==> config.mk <==
export PLATFORM = sky130hd
export DESIGN_NAME = modbus_tcp_response_parser
export DESIGN_NICKNAME = d
export VERILOG_FILES = /design/src/hdl/mtrp_pkg.sv /design/src/hdl/mtrp_front.sv /design/src/hdl/mtrp_jobq.sv /design/src/hdl/mtrp_back.sv /design/src/hdl/modbus_tcp_response_parser.sv
export SDC_FILE = /design/constraint.sdc
export NUM_CORES = 1
export LEC_CHECK = 0
export CORE_MARGIN = 1.5
export CORE_UTILIZATION = 40
export CTS_CLUSTER_SIZE = 25
export DETAILED_ROUTE_END_ITERATION = 8
export DONT_BUFFER_PORTS = 1
export GPL_TIMING_DRIVEN = 0
export HOLD_SLACK_MARGIN = 0.15
export MAX_ROUTING_LAYER = met4
export SLEW_MARGIN = 20
export SYNTH_ARGS = -nofsm -noshare
export SYNTH_HDL_FRONTEND = slang
export SYNTH_SLANG_ARGS = --single-unit
==> constraint.sdc <==
create_clock -name i_clk -period 7.8 [get_ports i_clk]
set_clock_uncertainty 0.1 [all_clocks]
set_input_delay 0.39 -clock i_clk [delete_from_list [all_inputs] [get_ports i_clk]]
set_output_delay 0.39 -clock i_clk [all_outputs]
set_load 0.005 [all_outputs]
==> src/hdl/mtrp_pkg.sv <==
// Shared types and constants for the Modbus TCP response parser.
// No dependencies; used by every module of the block.
package mtrp_pkg;

    localparam int COIL_W     = 11;
    localparam int JOBQ_DEPTH = 4;
    localparam int JOBQ_AW    = $clog2(JOBQ_DEPTH);

    localparam logic [7:0] FC_READ_COILS   = 8'd1;
    localparam logic [7:0] FC_READ_HOLDING = 8'd3;

    localparam logic [2:0] HDR_TID_HI = 3'd0;
    localparam logic [2:0] HDR_TID_LO = 3'd1;
    localparam logic [2:0] HDR_LEN_HI = 3'd4;
    localparam logic [2:0] HDR_LEN_LO = 3'd5;

    localparam logic [15:0] BODY_PREFIX = 16'd3;
    localparam logic [3:0]  COILS_PER_BYTE = 4'd8;

    typedef enum logic [2:0] {
        PH_HEADER,
        PH_UNIT,
        PH_FUNC,
        PH_COUNT,
        PH_DATA,
        PH_SKIP
    } t_phase;

    typedef struct packed {
        logic [15:0] idx;
        logic [15:0] val;
        logic        coil;
        logic [3:0]  cnt;
    } t_job;

endpackage

==> src/hdl/mtrp_front.sv <==
// Frame parser: accepts stream bytes, tracks header and body, issues store jobs.
// Depends on mtrp_pkg.
module mtrp_front (
    input  logic                       i_clk,
    input  logic                       i_rst_n,
    input  logic                       i_accept,
    input  logic [7:0]                 i_rx_byte,
    input  logic                       i_cfg_we,
    input  logic [mtrp_pkg::COIL_W-1:0] i_cfg_data,
    output logic                       o_job_valid,
    output mtrp_pkg::t_job             o_job
);

    mtrp_pkg::t_phase r_phase, n_phase;
    logic [2:0]  r_hdr_cnt, n_hdr_cnt;
    logic [15:0] r_base, n_base;
    logic [15:0] r_flen, n_flen;
    logic [15:0] r_bpos, n_bpos;
    logic        r_coils, n_coils;
    logic [7:0]  r_dbc, n_dbc;
    logic [7:0]  r_hold, n_hold;
    logic [mtrp_pkg::COIL_W-1:0] r_coil_count;

    logic [15:0] flen_new;
    logic [15:0] bpos_inc;
    logic        frame_end;
    logic [15:0] k;
    logic [14:0] w;
    logic        coil_in_range;
    logic        word_in_range;
    logic [11:0] coil_left;
    logic [3:0]  coil_num;

    always_comb begin
        flen_new = r_flen;
        if (r_hdr_cnt == mtrp_pkg::HDR_LEN_HI) begin
            flen_new = {i_rx_byte, 8'h00};
        end else if (r_hdr_cnt == mtrp_pkg::HDR_LEN_LO) begin
            flen_new = {r_flen[15:8], i_rx_byte};
        end
    end

    assign bpos_inc  = r_bpos + 16'd1;
    assign frame_end = (bpos_inc >= r_flen);
    assign k         = r_bpos - mtrp_pkg::BODY_PREFIX;
    assign w         = k[15:1];

    assign coil_in_range = (k < {8'h00, r_dbc});
    assign word_in_range = (w < {8'h00, r_dbc[7:1]});
    assign coil_left     = {1'b0, r_coil_count} - {1'b0, k[7:0], 3'b000};

    always_comb begin
        if (coil_left[11] || coil_left == 12'd0) begin
            coil_num = 4'd0;
        end else if (coil_left[10:3] != 8'd0) begin
            coil_num = mtrp_pkg::COILS_PER_BYTE;
        end else begin
            coil_num = coil_left[3:0];
        end
    end

    // next state
    always_comb begin
        n_phase = r_phase;
        if (i_accept) begin
            case (r_phase)
                mtrp_pkg::PH_HEADER: begin
                    if (r_hdr_cnt >= mtrp_pkg::HDR_LEN_LO) begin
                        n_phase = (flen_new == 16'd0) ? mtrp_pkg::PH_HEADER
                                                      : mtrp_pkg::PH_UNIT;
                    end
                end
                mtrp_pkg::PH_UNIT:  n_phase = mtrp_pkg::PH_FUNC;
                mtrp_pkg::PH_FUNC: begin
                    if (i_rx_byte == mtrp_pkg::FC_READ_COILS ||
                        i_rx_byte == mtrp_pkg::FC_READ_HOLDING) begin
                        n_phase = mtrp_pkg::PH_COUNT;
                    end else begin
                        n_phase = mtrp_pkg::PH_SKIP;
                    end
                end
                mtrp_pkg::PH_COUNT: n_phase = mtrp_pkg::PH_DATA;
                mtrp_pkg::PH_DATA:  n_phase = mtrp_pkg::PH_DATA;
                default:            n_phase = mtrp_pkg::PH_SKIP;
            endcase
            if (r_phase != mtrp_pkg::PH_HEADER && frame_end) begin
                n_phase = mtrp_pkg::PH_HEADER;
            end
        end
    end

    // datapath registers
    always_comb begin
        n_hdr_cnt = r_hdr_cnt;
        n_base    = r_base;
        n_flen    = r_flen;
        n_bpos    = r_bpos;
        n_coils   = r_coils;
        n_dbc     = r_dbc;
        n_hold    = r_hold;
        if (i_accept) begin
            if (r_phase == mtrp_pkg::PH_HEADER) begin
                n_flen = flen_new;
                if (r_hdr_cnt == mtrp_pkg::HDR_TID_HI) begin
                    n_base = {i_rx_byte, 8'h00};
                end else if (r_hdr_cnt == mtrp_pkg::HDR_TID_LO) begin
                    n_base = {r_base[15:8], i_rx_byte};
                end
                if (r_hdr_cnt >= mtrp_pkg::HDR_LEN_LO) begin
                    n_hdr_cnt = 3'd0;
                    n_bpos    = 16'd0;
                end else begin
                    n_hdr_cnt = r_hdr_cnt + 3'd1;
                end
            end else begin
                if (r_phase == mtrp_pkg::PH_FUNC) begin
                    n_coils = (i_rx_byte == mtrp_pkg::FC_READ_COILS);
                end
                if (r_phase == mtrp_pkg::PH_COUNT) begin
                    n_dbc = i_rx_byte;
                end
                if (r_phase == mtrp_pkg::PH_DATA && !r_coils && word_in_range && !k[0]) begin
                    n_hold = i_rx_byte;
                end
                if (frame_end) begin
                    n_hdr_cnt = 3'd0;
                    n_bpos    = 16'd0;
                end else begin
                    n_bpos = bpos_inc;
                end
            end
        end
    end

    // outputs
    always_comb begin
        o_job_valid = 1'b0;
        o_job.coil  = r_coils;
        if (r_coils) begin
            o_job.idx = r_base + {5'd0, k[7:0], 3'b000};
            o_job.val = {8'h00, i_rx_byte};
            o_job.cnt = coil_num;
        end else begin
            o_job.idx = r_base + {1'b0, w};
            o_job.val = {r_hold, i_rx_byte};
            o_job.cnt = 4'd1;
        end
        if (i_accept && r_phase == mtrp_pkg::PH_DATA) begin
            if (r_coils) begin
                o_job_valid = coil_in_range && (coil_num != 4'd0);
            end else begin
                o_job_valid = word_in_range && k[0];
            end
        end
    end

    always_ff @(posedge i_clk) begin
        if (!i_rst_n) begin
            r_phase      <= mtrp_pkg::PH_HEADER;
            r_hdr_cnt    <= 3'd0;
            r_base       <= 16'd0;
            r_flen       <= 16'd0;
            r_bpos       <= 16'd0;
            r_coils      <= 1'b0;
            r_dbc        <= 8'd0;
            r_hold       <= 8'd0;
            r_coil_count <= '0;
        end else begin
            r_phase   <= n_phase;
            r_hdr_cnt <= n_hdr_cnt;
            r_base    <= n_base;
            r_flen    <= n_flen;
            r_bpos    <= n_bpos;
            r_coils   <= n_coils;
            r_dbc     <= n_dbc;
            r_hold    <= n_hold;
            if (i_cfg_we) begin
                r_coil_count <= i_cfg_data;
            end
        end
    end

endmodule

==> src/hdl/mtrp_jobq.sv <==
// Short job queue between the frame parser and the write expander.
// Depends on mtrp_pkg.
module mtrp_jobq (
    input  logic           i_clk,
    input  logic           i_rst_n,
    input  logic           i_push,
    input  mtrp_pkg::t_job i_job,
    input  logic           i_pop,
    output logic           o_full,
    output logic           o_valid,
    output mtrp_pkg::t_job o_job
);

    localparam int AW = mtrp_pkg::JOBQ_AW;

    mtrp_pkg::t_job r_mem [mtrp_pkg::JOBQ_DEPTH];
    logic [AW-1:0]  r_wp, r_rp;
    logic [AW:0]    r_cnt;
    mtrp_pkg::t_job r_head;
    logic           r_head_valid;
    logic           do_push, do_pop;
    logic           head_load, from_mem, bypass, mem_wr;

    assign o_full    = (r_cnt == (AW+1)'(mtrp_pkg::JOBQ_DEPTH));
    assign o_valid   = r_head_valid;
    assign o_job     = r_head;
    assign do_push   = i_push && !o_full;
    assign do_pop    = i_pop && r_head_valid;
    assign head_load = !r_head_valid || do_pop;
    assign from_mem  = head_load && (r_cnt != '0);
    assign bypass    = head_load && (r_cnt == '0) && do_push;
    assign mem_wr    = do_push && !bypass;

    always_ff @(posedge i_clk) begin
        if (mem_wr) begin
            r_mem[r_wp] <= i_job;
        end
        if (from_mem) begin
            r_head <= r_mem[r_rp];
        end else if (bypass) begin
            r_head <= i_job;
        end
    end

    always_ff @(posedge i_clk) begin
        if (!i_rst_n) begin
            r_wp         <= '0;
            r_rp         <= '0;
            r_cnt        <= '0;
            r_head_valid <= 1'b0;
        end else begin
            if (mem_wr) begin
                r_wp <= r_wp + AW'(1);
            end
            if (from_mem) begin
                r_rp <= r_rp + AW'(1);
            end
            case ({mem_wr, from_mem})
                2'b10:   r_cnt <= r_cnt + (AW+1)'(1);
                2'b01:   r_cnt <= r_cnt - (AW+1)'(1);
                default: r_cnt <= r_cnt;
            endcase
            if (head_load) begin
                r_head_valid <= from_mem || bypass;
            end
        end
    end

endmodule

==> src/hdl/mtrp_back.sv <==
// Write expander: turns queued jobs into store writes through an output register,
// one per cycle while that register is empty or being popped. Depends on mtrp_pkg.
module mtrp_back (
    input  logic           i_clk,
    input  logic           i_rst_n,
    input  logic           i_job_valid,
    input  mtrp_pkg::t_job i_job,
    output logic           o_job_pop,
    input  logic           i_pop,
    output logic           o_empty,
    output logic [15:0]    o_store_index,
    output logic [15:0]    o_store_value,
    output logic           o_last_of_run
);

    logic        r_busy;
    logic [15:0] r_idx;
    logic [15:0] r_val;
    logic        r_coil;
    logic [3:0]  r_left;
    logic        r_out_valid;
    logic [15:0] r_out_idx;
    logic [15:0] r_out_val;
    logic        r_out_last;

    logic advance;
    logic cur_last;
    logic load;

    assign advance   = r_busy && (!r_out_valid || i_pop);
    assign cur_last  = (r_left == 4'd1);
    assign load      = i_job_valid && (!r_busy || (advance && cur_last));
    assign o_job_pop = load;

    assign o_empty       = !r_out_valid;
    assign o_store_index = r_out_idx;
    assign o_store_value = r_out_val;
    assign o_last_of_run = r_out_last;

    always_ff @(posedge i_clk) begin
        if (load) begin
            r_idx  <= i_job.idx;
            r_val  <= i_job.val;
            r_coil <= i_job.coil;
            r_left <= i_job.cnt;
        end else if (advance) begin
            r_idx  <= r_idx + 16'd1;
            r_val  <= {1'b0, r_val[15:1]};
            r_left <= r_left - 4'd1;
        end
        if (advance) begin
            r_out_idx  <= r_idx;
            r_out_val  <= r_coil ? {16{r_val[0]}} : r_val;
            r_out_last <= cur_last;
        end
    end

    always_ff @(posedge i_clk) begin
        if (!i_rst_n) begin
            r_busy      <= 1'b0;
            r_out_valid <= 1'b0;
        end else begin
            if (load) begin
                r_busy <= 1'b1;
            end else if (advance && cur_last) begin
                r_busy <= 1'b0;
            end
            if (advance) begin
                r_out_valid <= 1'b1;
            end else if (i_pop) begin
                r_out_valid <= 1'b0;
            end
        end
    end

endmodule

==> src/hdl/modbus_tcp_response_parser.sv <==
// Top level of the Modbus TCP response parser: frame parser, job queue and
// write expander. Depends on mtrp_pkg, mtrp_front, mtrp_jobq, mtrp_back.
//
//   channel   direction  handshake                       payload
//   input     in         push / full                     i_rx_byte
//   result    out        empty / pop                     o_store_index, o_store_value,
//                                                        o_last_of_run
//   config    in         i_cfg_valid / o_cfg_ready       i_cfg_data (coil_count)
//
// One byte is taken per cycle while the job queue has room; nothing else stalls it.
// A read-coils data byte yields up to 8 writes, a register word 1, emitted by the
// expander at one per cycle while its output register is empty or being popped.
// A result passes the queue head, expander job and output registers in turn.
// Synchronous active-low reset; configuration is always ready.
module modbus_tcp_response_parser (
    input  logic                        i_clk,
    input  logic                        i_rst_n,
    input  logic                        push,
    output logic                        full,
    input  logic [7:0]                  i_rx_byte,
    output logic                        empty,
    input  logic                        pop,
    output logic [15:0]                 o_store_index,
    output logic signed [15:0]          o_store_value,
    output logic                        o_last_of_run,
    input  logic                        i_cfg_valid,
    output logic                        o_cfg_ready,
    input  logic [mtrp_pkg::COIL_W-1:0] i_cfg_data
);

    logic           accept;
    logic           q_full;
    logic           job_valid;
    mtrp_pkg::t_job job;
    logic           q_valid;
    mtrp_pkg::t_job q_job;
    logic           q_pop;
    logic [15:0]    store_value;

    assign o_cfg_ready   = 1'b1;
    assign full          = q_full;
    assign accept        = push && !q_full;
    assign o_store_value = store_value;

    mtrp_front u_front (
        .i_clk       (i_clk),
        .i_rst_n     (i_rst_n),
        .i_accept    (accept),
        .i_rx_byte   (i_rx_byte),
        .i_cfg_we    (i_cfg_valid && o_cfg_ready),
        .i_cfg_data  (i_cfg_data),
        .o_job_valid (job_valid),
        .o_job       (job)
    );

    mtrp_jobq u_jobq (
        .i_clk   (i_clk),
        .i_rst_n (i_rst_n),
        .i_push  (job_valid),
        .i_job   (job),
        .i_pop   (q_pop),
        .o_full  (q_full),
        .o_valid (q_valid),
        .o_job   (q_job)
    );

    mtrp_back u_back (
        .i_clk         (i_clk),
        .i_rst_n       (i_rst_n),
        .i_job_valid   (q_valid),
        .i_job         (q_job),
        .o_job_pop     (q_pop),
        .i_pop         (pop),
        .o_empty       (empty),
        .o_store_index (o_store_index),
        .o_store_value (store_value),
        .o_last_of_run (o_last_of_run)
    );

`ifndef SYNTHESIS
    a_empty_after_reset: assert property (@(posedge i_clk)
        !i_rst_n |=> empty)
        else $error("result pending after reset");

    a_job_has_room: assert property (@(posedge i_clk) disable iff (!i_rst_n)
        job_valid |-> !q_full)
        else $error("job issued into a full queue");

    a_job_count: assert property (@(posedge i_clk) disable iff (!i_rst_n)
        job_valid |-> (job.cnt != 4'd0 && job.cnt <= mtrp_pkg::COILS_PER_BYTE))
        else $error("job write count out of range");

    a_no_job_without_byte: assert property (@(posedge i_clk) disable iff (!i_rst_n)
        job_valid |-> accept)
        else $error("job issued without an accepted byte");
`endif

endmodule
[Word-level counts from Yosys, hierarchy flattened]
Memories as Yosys holds them, arrays and structs flattened. A register that Yosys moved wholly into a read port is not among the register bits.
Index checks and enable logic that the tools add are counted.
Word-level totals
  register bits after elaboration: 199
  RAM bits: 148
  output and inout bits: 36
  memories kept: 1
Memory list
  u_jobq.r_mem: words 4, width 37, read ports 1, clocked after Yosys merged registers in 1, write ports 1, RTL line mtrp_jobq.sv:16  | mtrp_pkg::t_job r_mem [mtrp_pkg::JOBQ_DEPTH];
Operators by class
  $add $sub $neg: 12
  order comparisons: 4
  equality and inequality tests: 15
  mux-type cells: 39
  bitwise gates (word level): 1
  reductions and logical operators: 56
Operators by type and width (number)
  $mux W16: 10
  $mux W37: 2
  $add A16 B1 Y16 const B: 2
  $mux W32: 1
  $mux W4: 5
  $mux W3: 6
  $logic_and A1 B1 Y1: 17
  $add A16 B11 Y16: 1
  $add A16 B15 Y16: 1
  $ge A16 B16 Y1: 1
  $logic_not A16 Y1: 1
  $lt A16 B8 Y1: 1
  $mux W8: 2
  $sub A16 B2 Y16 const B: 1
  $lt A15 B7 Y1: 1
  $reduce_and A3 Y1: 5
  $reduce_bool A2 Y1: 7
  $eq A3 B3 Y1 const B: 4
  $logic_not A12 Y1: 1
  $pmux W3 S4: 1
  $sub A11 B11 Y12: 1
  $logic_not A3 Y1: 3
  $mux W1: 9
  $eq A8 B1 Y1 const B: 1
  other kinds (23): 43

[Logic depth before layout (Yosys ltp)]
Gate-level depths: netlist (run 1).
  depth after elaboration: 15
  depth in mapped cells: 19
  mapped depth without buffers: 18

[Cells and area by module]
A second synthesis (run 1) with hierarchy kept.
Second synthesis, totals
  cells, all modules: 1382
  area total of the unflattened synthesis: 17222.8 µm²
By module, submodules not included
  mtrp_jobq: times used 1, cells an instance 327, area each 7572.3 µm², sequential area each 5755.5 µm²
  mtrp_front: times used 1, cells an instance 827, area each 6538.8 µm², sequential area each 1641.6 µm²
  mtrp_back: times used 1, cells an instance 225, area each 3086.7 µm², sequential area each 2142.1 µm²
  modbus_tcp_response_parser: times used 1, cells an instance 3, area each 25.0 µm², sequential area each 0.0 µm²

[Worst setup path after synthesis (run 1)]
Ideal clock, no wire load.
  kind: register to register
  start point: register u_front.r_bpos[0]
  end point: register u_jobq.r_head, in the netlist u_jobq.o_job[0], enable pin
  library setup time: 0.442 ns
  data arrival time: 5.011 ns
  data required time: 7.258 ns
  setup slack: 2.247 ns
  cell stages (with the launch flop): 15
  buffers on the path: 1
  period minus slack after synthesis: 5.553 ns
  cell sequence: dfxtp_1 -> ha_1 -> buf_1 -> nor3_1 -> xor2_1 -> inv_1 -> ha_1 -> o21a_1 -> o31a_1 -> o31ai_1 -> a21oi_1 -> a311o_1 -> nand4_2 -> o211ai_1 -> a21boi_1
On the way
  longest elaborated chain between the ends: 12
RTL lines
  start, declared: RTL line mtrp_front.sv:18  | logic [15:0] r_bpos, n_bpos;
  start signal, assigned: RTL line mtrp_front.sv:173  | r_bpos <= n_bpos;
  $sub A16 B2 Y16 *: RTL line mtrp_front.sv:45  | assign k = r_bpos - mtrp_pkg::BODY_PREFIX;
  $sub A11 B11 Y12: RTL line mtrp_front.sv:50  | assign coil_left = {1'b0, r_coil_count} - {1'b0, k[7:0], 3'b000};
  $reduce_bool A8 Y1 or $logic_not A12 Y1 (tied branches): RTL line mtrp_front.sv:55, mtrp_front.sv:53
  $mux W4 or $logic_or A1 B1 Y1 (tied branches): RTL line mtrp_front.sv:55, mtrp_front.sv:53
  $mux W4: RTL line mtrp_front.sv:53  | if (coil_left[11] || coil_left == 12'd0) begin
  $reduce_bool A4 Y1: RTL line mtrp_front.sv:150  | o_job_valid = coil_in_range && (coil_num != 4'd0);
  $logic_and A1 B1 Y1: RTL line mtrp_front.sv:150
  $mux W1 *: RTL line mtrp_front.sv:149  | if (r_coils) begin
  $mux W1 *: RTL line mtrp_front.sv:148  | if (i_accept && r_phase == mtrp_pkg::PH_DATA) begin
  $logic_and A1 B1 Y1 *: RTL line mtrp_jobq.sv:27  | assign do_push = i_push && !o_full;
  $logic_and A1 B1 Y1 *: RTL line mtrp_jobq.sv:31  | assign bypass = head_load && (r_cnt == '0) && do_push;
  $reduce_bool A2 Y1 (no line) *
  end signal, assigned: RTL line mtrp_jobq.sv:39  | r_head <= r_mem[r_rp];
  end signal, assigned: RTL line mtrp_jobq.sv:41  | r_head <= i_job;
  end, declared: RTL line mtrp_jobq.sv:19  | mtrp_pkg::t_job r_head;
Mark *: on every way between the ends. The rest lies on a longest branch, timed or not.
A chain may end at the register's enable or synchronous reset.

[Final worst setup path (run 1)]
  start point: register u_front.r_bpos[0]
  end point: register u_jobq.r_cnt[2]
On the way
  longest elaborated chain between the ends: 15
RTL lines
  $sub A16 B2 Y16 *: RTL line mtrp_front.sv:45
  $sub A11 B11 Y12: RTL line mtrp_front.sv:50
  $reduce_bool A8 Y1 or $logic_not A12 Y1 (tied branches): RTL line mtrp_front.sv:55, mtrp_front.sv:53
  $mux W4 or $logic_or A1 B1 Y1 (tied branches): RTL line mtrp_front.sv:55, mtrp_front.sv:53
  $mux W4: RTL line mtrp_front.sv:53
  $reduce_bool A4 Y1: RTL line mtrp_front.sv:150
  $logic_and A1 B1 Y1: RTL line mtrp_front.sv:150
  $mux W1 *: RTL line mtrp_front.sv:149
  $mux W1 *: RTL line mtrp_front.sv:148
  $logic_and A1 B1 Y1 *: RTL line mtrp_jobq.sv:27
  $logic_and A1 B1 Y1: RTL line mtrp_jobq.sv:31
  $logic_not A1 Y1: RTL line mtrp_jobq.sv:32  | assign mem_wr = do_push && !bypass;
  $logic_and A1 B1 Y1 *: RTL line mtrp_jobq.sv:32
  $eq A2 B1 Y1 or $eq A2 B2 Y1 (tied branches): RTL line mtrp_jobq.sv:58  | case ({mem_wr, from_mem})
  $pmux W3 S2 or $reduce_bool A2 Y1 (tied branches)
  end signal, assigned: RTL line mtrp_jobq.sv:59  | 2'b10: r_cnt <= r_cnt + (AW+1)'(1);
  end signal, assigned: RTL line mtrp_jobq.sv:60  | 2'b01: r_cnt <= r_cnt - (AW+1)'(1);
  end signal, assigned: RTL line mtrp_jobq.sv:61  | default: r_cnt <= r_cnt;
  end, declared: RTL line mtrp_jobq.sv:18  | logic [AW:0] r_cnt;
Marked as above.

==> results of run 1 <==
[synthesized netlist by cell type (11+ instances only)]
cell type,n
ha_1,63
a31oi_1,15
nor4_1,12
mux4_2,37
nand2_1,128
edfxtp_1,255
mux2_2,23
a21oi_1,48
dfxtp_1,94
nand3_1,24
xnor2_1,31
mux2i_1,40
a21o_1,16
nor2_1,118
nor2b_1,14
buf_1,11
xor2_1,40
o21ai_0,82
inv_1,73
a22oi_1,16
nor3_1,18
and3_1,14
clkbuf_1,59
[layer usage]
layer  part of all wire [%]  wire length, um
met1                     45            17710
met4                    2.4              924
met2                     48            18600
met3                    4.7             1855
met5                      0                0
[area by class of cell]
cell class	count	area (sq um)	share of cell area, %
plain buffers	76	307.8	1.623
inverters	77	294.0	1.550
clock buffers	52	1055	5.561
well taps	532	665.6	3.509
clock inverters	20	267.8	1.412
repair buffers	29	397.9	2.098
flip-flops and latches	349	9539	50.29
multi-input cells	876	6441	33.96
[placed cells by master (no fill, tap or decap), drive strengths merged, types with 5 or more instances in the layout]
master and n:
nand2 128, ha 63, clkinv 15, nand3b 9
bufinv 5, dlygate4sd3 22, nor2 118, or2 5
nand4 10, a211oi 6, mux2i 40, edfxtp 255
a311oi 9, clkbuf 111, o21ai 87, nand3 25
or3 5, inv 76, xnor2 31, nor3 18
nor4 12, o21a 7, and3 14, o2111ai 6
buf 24, xor2 40, a21o 16, and2 9
dfxtp 94, nand2b 7, a22oi 16, mux2 23
a32oi 10, mux4 37, nor2b 14, a21oi 48
a31oi 15
[cell families after synthesis]
kind of cell | after synthesis | synth area share, %
and+or+nand+nor | 389 | 11.00
DFF | 349 | 57.70
AOI/OAI and AO/OA | 247 | 9.460
buffers and inverters | 153 | 3.640
muxes | 100 | 9.028
xor gates and xnor gates | 72 | 3.897
adders and majority gates | 67 | 5.252
other | 1 | 0.02268
[state kept, by name (all words and copies together), names as in the netlist, named ones only]
register              flops
u_front.r_coils           1
u_back.r_out_valid        1
u_back.r_coil             1
u_back.o_store_index     16
u_jobq.o_valid            1
u_front.r_flen           16
u_front.r_hdr_cnt         3
u_back.o_store_value     16
u_front.r_hold            8
u_jobq.r_rp               2
u_front.r_dbc             8
u_front.r_base           16
u_back.r_left             4
u_jobq.r_wp               2
u_front.r_phase           3
u_back.r_busy             1
u_back.r_idx             16
u_jobq.o_job             37
u_jobq.r_mem            148
u_front.r_coil_count     11
u_front.r_bpos           16
u_jobq.r_cnt              3
u_back.o_last_of_run      1
u_back.r_val             16
[what timing repair did]
action	CTS	global route
hold buffers	22	0
resized for setup	0	0
hold endpoints to repair	45	0
[worst reg2reg max path: stages, from the launching register on]
cell	delay, ns
dfxtp_1	0.61
ha_1	0.32
buf_1	0.41
nor3_1	0.11
xor2_1	0.52
inv_1	0.11
ha_1	0.36
o21a_1	0.13
o31a_1	0.12
o31ai_1	0.62
a21oi_1	0.22
o21ai_1	0.19
nand4_2	0.26
o2111ai_2	0.63
ha_1	0.31
inv_1	0.07
fa_1	0.37
xor2_1	0.16
or3_1	0.30
a21oi_1	0.14
[stage by stage]
| step | power (mW) | instances | instance area [sq um] |
|---|---|---|---|
| CTS | 5.690 | 2011 | 18970 |
| detailed placement | 3.786 | 1917 | 17430 |
| global placement | 3.720 | 1910 | 17200 |
| global route | 5.915 | 2011 | 18970 |
| floorplan | 3.386 | 1378 | 16530 |
| finish | 5.631 | 2011 | 18970 |
[report_power, final]
group	switching [mW]	total [mW]	internal, mW
logic	0.722	1.14	0.417
clock network	0.762	1.89	1.13
registers	0.148	2.60	2.45
[worst max path at each step]
stage,slack (ns),cells past startpoint,to,start
floorplan,2.25,14,u_jobq.o_job[0],u_front.r_bpos[0]
global placement,0.02,14,u_jobq.r_mem[1][34],u_front.r_bpos[0]
detailed placement,1.69,19,u_jobq.r_cnt[2],u_front.r_bpos[0]
CTS,1.66,19,u_jobq.r_cnt[2],u_front.r_bpos[0]
global route,1.23,19,u_jobq.r_cnt[2],u_front.r_bpos[0]
finish,1.66,19,u_jobq.r_cnt[2],u_front.r_bpos[0]
==> metrics.yaml, run 1 <==
worst_path_dominant_cell_family: "compound AO/OA/AOI/OAI gates"
rsz0062_at_grt: "no"
crit_top_cell: "ha_1"
crit_chain: "ha_1 > buf_1 > nor3_1 > xor2_1 > inv_1 > ha_1 > o21a_1 > o31a_1 > o31ai_1 > a21oi_1 > o21ai_1 > nand4_2 > o2111ai_2 > ha_1 > inv_1 > fa_1 > xor2_1 > or3_1 > a21oi_1"
nFillCells: 3664
drt-initial-drc-count: 717
synth-seq-cells: 349
yosys.area.top_type_share_pct: 46.31
first_pass_iters: 5
synth_area_leaders: "edfxtp_1 (46%), dfxtp_1 (11%), mux4_2 (5.0%)"
grt_pass1_wl_mm: 61.31
synth_area_sq_um: 16530
clk_pin_slew_ns: 0.06
crit_type: "register to register"
synth_fp_nets: 1469
crit_arrival_ns: 6.51
grt-busiest-layer: "met2"
worst_r2r_path_depth: 19
wirelength_mm: 39.09
num_vias: 10800
finalCriticalPeriod_ns: 6.140
start_kind: "register"
final_nets: 1539
rr_startpoint: "u_front.r_bpos[0]"
layout-drive-gt1-share_pct: 10.28
overflow: 0
rrSetupSlack_ns: 1.66
holdPathStages: 3
grt_max_degree: 37
slew_headroom_pct: 34.72
ir_drop_uv: 181.1
drv_cap: 0
die_w_um: 206.3
hold_end: "u_front.r_phase[0]"
layout_setup_ws_ns: 1.660
h-tree-depth: 2
viasPerCell: 5.368
min_from: "push"
die_y_um: 206.3
io_buffer_count: 0
drc: 0
grt_pass1_vias: 10760
yosysWarningCount: 0
avgRoutedWirePerCell_um: 19.44
cts_buffers: 39
clock_latency_ns: 0.56
cp-end-kind: "register"
critPathMaxFanout: 10
outcome: "completed"
fin_setup_tns_ns: 0
initial_core_util_pct: 40.49
cts_tree: "built"
critPathBufInv: 3
min_period_over_period_pct: 78.72
ys_types: 71
hold_viol_final: 0
grtUsageMet3_pct: 2.980
cts_sinks: 349
post-place-ws_ns: 1.695
fmax_mhz: 162.9
synth_ff_type: "edfxtp_1"
die_area_sq_um: 42560
fp.coreArea_sq_um: 40830
synth_area_leader_cell: "edfxtp_1"
synthCells: 1378
synth_enable_flop_cells: 255
synth.yosys.seq_area_share_pct: 57.70
p_leak_nw: 6.885
track_usage_pct: 19.46
finalWeightedCongestion: 0.8675
async_reset_ff_share_pct: 0
cpMaxStageDelayCell: "o31ai_1"
regToRegEndpoint: "u_jobq.r_cnt[2]"
finalMaxSlewViolations: 0
antenna_found_initial: 0
antenna_left: 0
grtUsageMet2_pct: 31.39
crit_required_ns: 8.17
io_pins: 60
hp-class: "input port to register"
use_met1_pct: 25.35
avgSynthCellArea_sq_um: 12.00
diodes: 0
hpwl_mm: 27.76
root_buffer: "clkbuf_16"
clockBufferDepth: 3
post_cts.repair.setup_buffers: 0
num_rows: 74
tightest_slew_ns: 0.9792
power_per_cell_area_nw_per_um2: 296.9
post-route-util_pct: 46.45
cp_slowest_stage_delay_ns: 0.62
hold-worst-slack_ns: 0.1870
setup_viol: 0
area_delta_synth_final_pct: 14.73
(Power assumes the default switching activity.)
==> run 2: changes to the inputs <==
clock period = 5.45 ns   (was 7.8 ns; I/O delays follow)
==> run 2 against run 1 <==
Compared with the run above: maximum frequency grew 20%; die area is the same; total power grew 46%; sequential share of layout area shrank 0.34 points; count of clock-buffer cells in the layout shrank 9; first-iteration DRC count grew 18%; combinational power grew 44%; cell area grew 0.69%; critical endpoint unchanged; largest power group unchanged.
==> metrics.yaml, run 2 (synthesis results as in run 1) <==
outcome: "completed"
antenna_found_initial: 1
initial_core_util_pct: 40.49
clock_latency_ns: 0.54
start_kind: "register"
first_pass_iters: 5
critPathMaxFanout: 10
total_power_mw: 8.243
overflow: 0
drv_cap: 0
min_period_over_period_pct: 93.89
hp-class: "input port to register"
finalWeightedCongestion: 0.9044
cp.depth: 19
avgRoutedWirePerCell_um: 19.50
setup_viol: 0
cp_slowest_stage_delay_ns: 0.47
antenna_left: 0
p_leak_nw: 6.932
post-route-util_pct: 46.78
track_usage_pct: 19.27
clockBufferDepth: 3
die_w_um: 206.3
hpwl_mm: 28.04
largest_reg_flops: 148
grt_max_degree: 37
post-place-ws_ns: -0.6279
slew_headroom_pct: 34.88
power_per_cell_area_nw_per_um2: 431.6
viasPerCell: 5.370
drt-initial-drc-count: 844
area_delta_synth_final_pct: 15.52
critPathCapture: "u_jobq.r_cnt[2]"
h-tree-depth: 2
layout_commonest_cell: "edfxtp_1"
clk_pin_slew_ns: 0.06
wirelength_mm: 39.27
ir_drop_uv: 203.4
die_area_sq_um: 42560
crit_chain: "ha_1 > buf_2 > nor3_1 > xor2_2 > inv_1 > ha_1 > o21a_1 > o31a_1 > o31ai_2 > a21oi_1 > o21ai_1 > nand4_2 > o2111ai_4 > ha_1 > inv_1 > fa_1 > xor2_1 > or3_1 > a21oi_1"
layout-drive-gt1-share_pct: 11.14
io_buffer_count: 0
crit_required_ns: 5.82
finalMaxSlewViolations: 0
final_nets: 1542
crit_arrival_ns: 5.48
critPathLaunch: "u_front.r_bpos[0]"
finalCriticalPeriod_ns: 5.117
fp.coreArea_sq_um: 40830
grt_pass1_wl_mm: 60.51
worst_r2r_path_depth: 19
rsz0062_at_grt: "no"
cp-end-kind: "register"
layout_setup_ws_ns: 0.3328
grt_pass1_vias: 10730
io_pins: 60
crit_top_cell: "ha_1"
cpMaxStageDelayCell: "o2111ai_4"
regMostFlops: "u_jobq.r_mem"
fmax_mhz: 195.4
rr_startpoint: "u_front.r_bpos[0]"
root_buffer: "clkbuf_16"
hold-worst-slack_ns: 0.1713
die_y_um: 206.3
num_rows: 74
cts_buffers: 38
nFillCells: 3656
cts_sinks: 349
fin_setup_tns_ns: 0
crit_type: "register to register"
worst_path_dominant_cell_family: "compound AO/OA/AOI/OAI gates"
tightest_slew_ns: 0.9768
rrSetupSlack_ns: 0.33
num_vias: 10820
layout_common_cells: "edfxtp_1 (255), nand2_1 (128), nor2_1 (114)"
drc: 0
hold_viol_final: 0
cts_tree: "built"
regToRegEndpoint: "u_jobq.r_cnt[2]"
critPathBufInv: 3
==> run 2: changes by cell type in the layout (fill, tap and decap cells not counted), moves of 3 or more <==
cell	previous run	this run
bufinv_16	5	10
clkbuf_1	69	63
dlygate4sd3_1	22	25
buf_16	5	2
clkbuf_8	3	0
==> run 2: worst min path at each step <==
stage | from | end | slack (ns) | cells after the start
after CTS | i_rx_byte[4] | u_front.r_base[12] | 0.16 | 3
after floorplan | i_rx_byte[5] | u_jobq.r_mem[0][10] | 0.27 | 0
after global routing | i_rx_byte[5] | u_front.r_base[13] | 0.19 | 3
after detailed placement | i_rx_byte[6] | u_jobq.r_mem[0][11] | 0.27 | 0
after global placement | i_rx_byte[6] | u_jobq.r_mem[0][11] | 0.27 | 0
final | i_rx_byte[4] | u_front.r_base[12] | 0.17 | 3
==> run 2: layout make-up <==
cell class | count | area (sq um) | area share, %
Clock buffer | 43 | 991.0 | 5.188
Clock inverter | 27 | 419.2 | 2.195
Antenna cell | 1 | 2.502 | 0.01310
Tap cell | 532 | 665.6 | 3.485
Inverter | 77 | 294.0 | 1.539
Buffer | 76 | 309.0 | 1.618
Multi-Input combinational cell | 876 | 6477 | 33.91
Sequential cell | 349 | 9540 | 49.95
Timing Repair Buffer | 33 | 400.4 | 2.096
==> run 2: per-layer routing <==
layer | track usage, % | part of all wire [%]
met1 | 24.80 | 45
met2 | 31.21 | 47
met3 | 2.980 | 4.8
met4 | 6.211 | 2.8
met5 | - | 0
==> run 2: worst register-to-register path, cell delays in order (launching register included) <==
cell and delay, ns:
dfxtp_2 0.41, ha_1 0.29, buf_2 0.22, nor3_1 0.31, xor2_2 0.24, inv_1 0.07, ha_1 0.33, o21a_1 0.13
o31a_1 0.13, o31ai_2 0.43, a21oi_1 0.18, o21ai_1 0.18, nand4_2 0.25, o2111ai_4 0.47, ha_1 0.27, inv_1 0.07
fa_1 0.37, xor2_1 0.16, or3_1 0.30, a21oi_1 0.14
==> run 2: report_power, final <==
group,internal [mW],total (mW),switching [mW]
logic,0.587,1.64,1.05
clock network,1.80,2.88,1.08
registers,3.51,3.73,0.213
==> run 2: through the flow <==
stage | std cells | cell area [sq um]
detailed placement | 1916 | 17380
finish | 2014 | 19100
CTS | 2011 | 19080
global route | 2014 | 19100
floorplan | 1378 | 16540
global placement | 1910 | 17200
==> run 2: timing repair <==
item	CTS	global route
setup endpoints to repair	174	36
pin swaps	0	3
hold endpoints to repair	55	0
hold buffers	25	0
resized for setup	6	2
buffers inserted	0	2
gates cloned	0	0
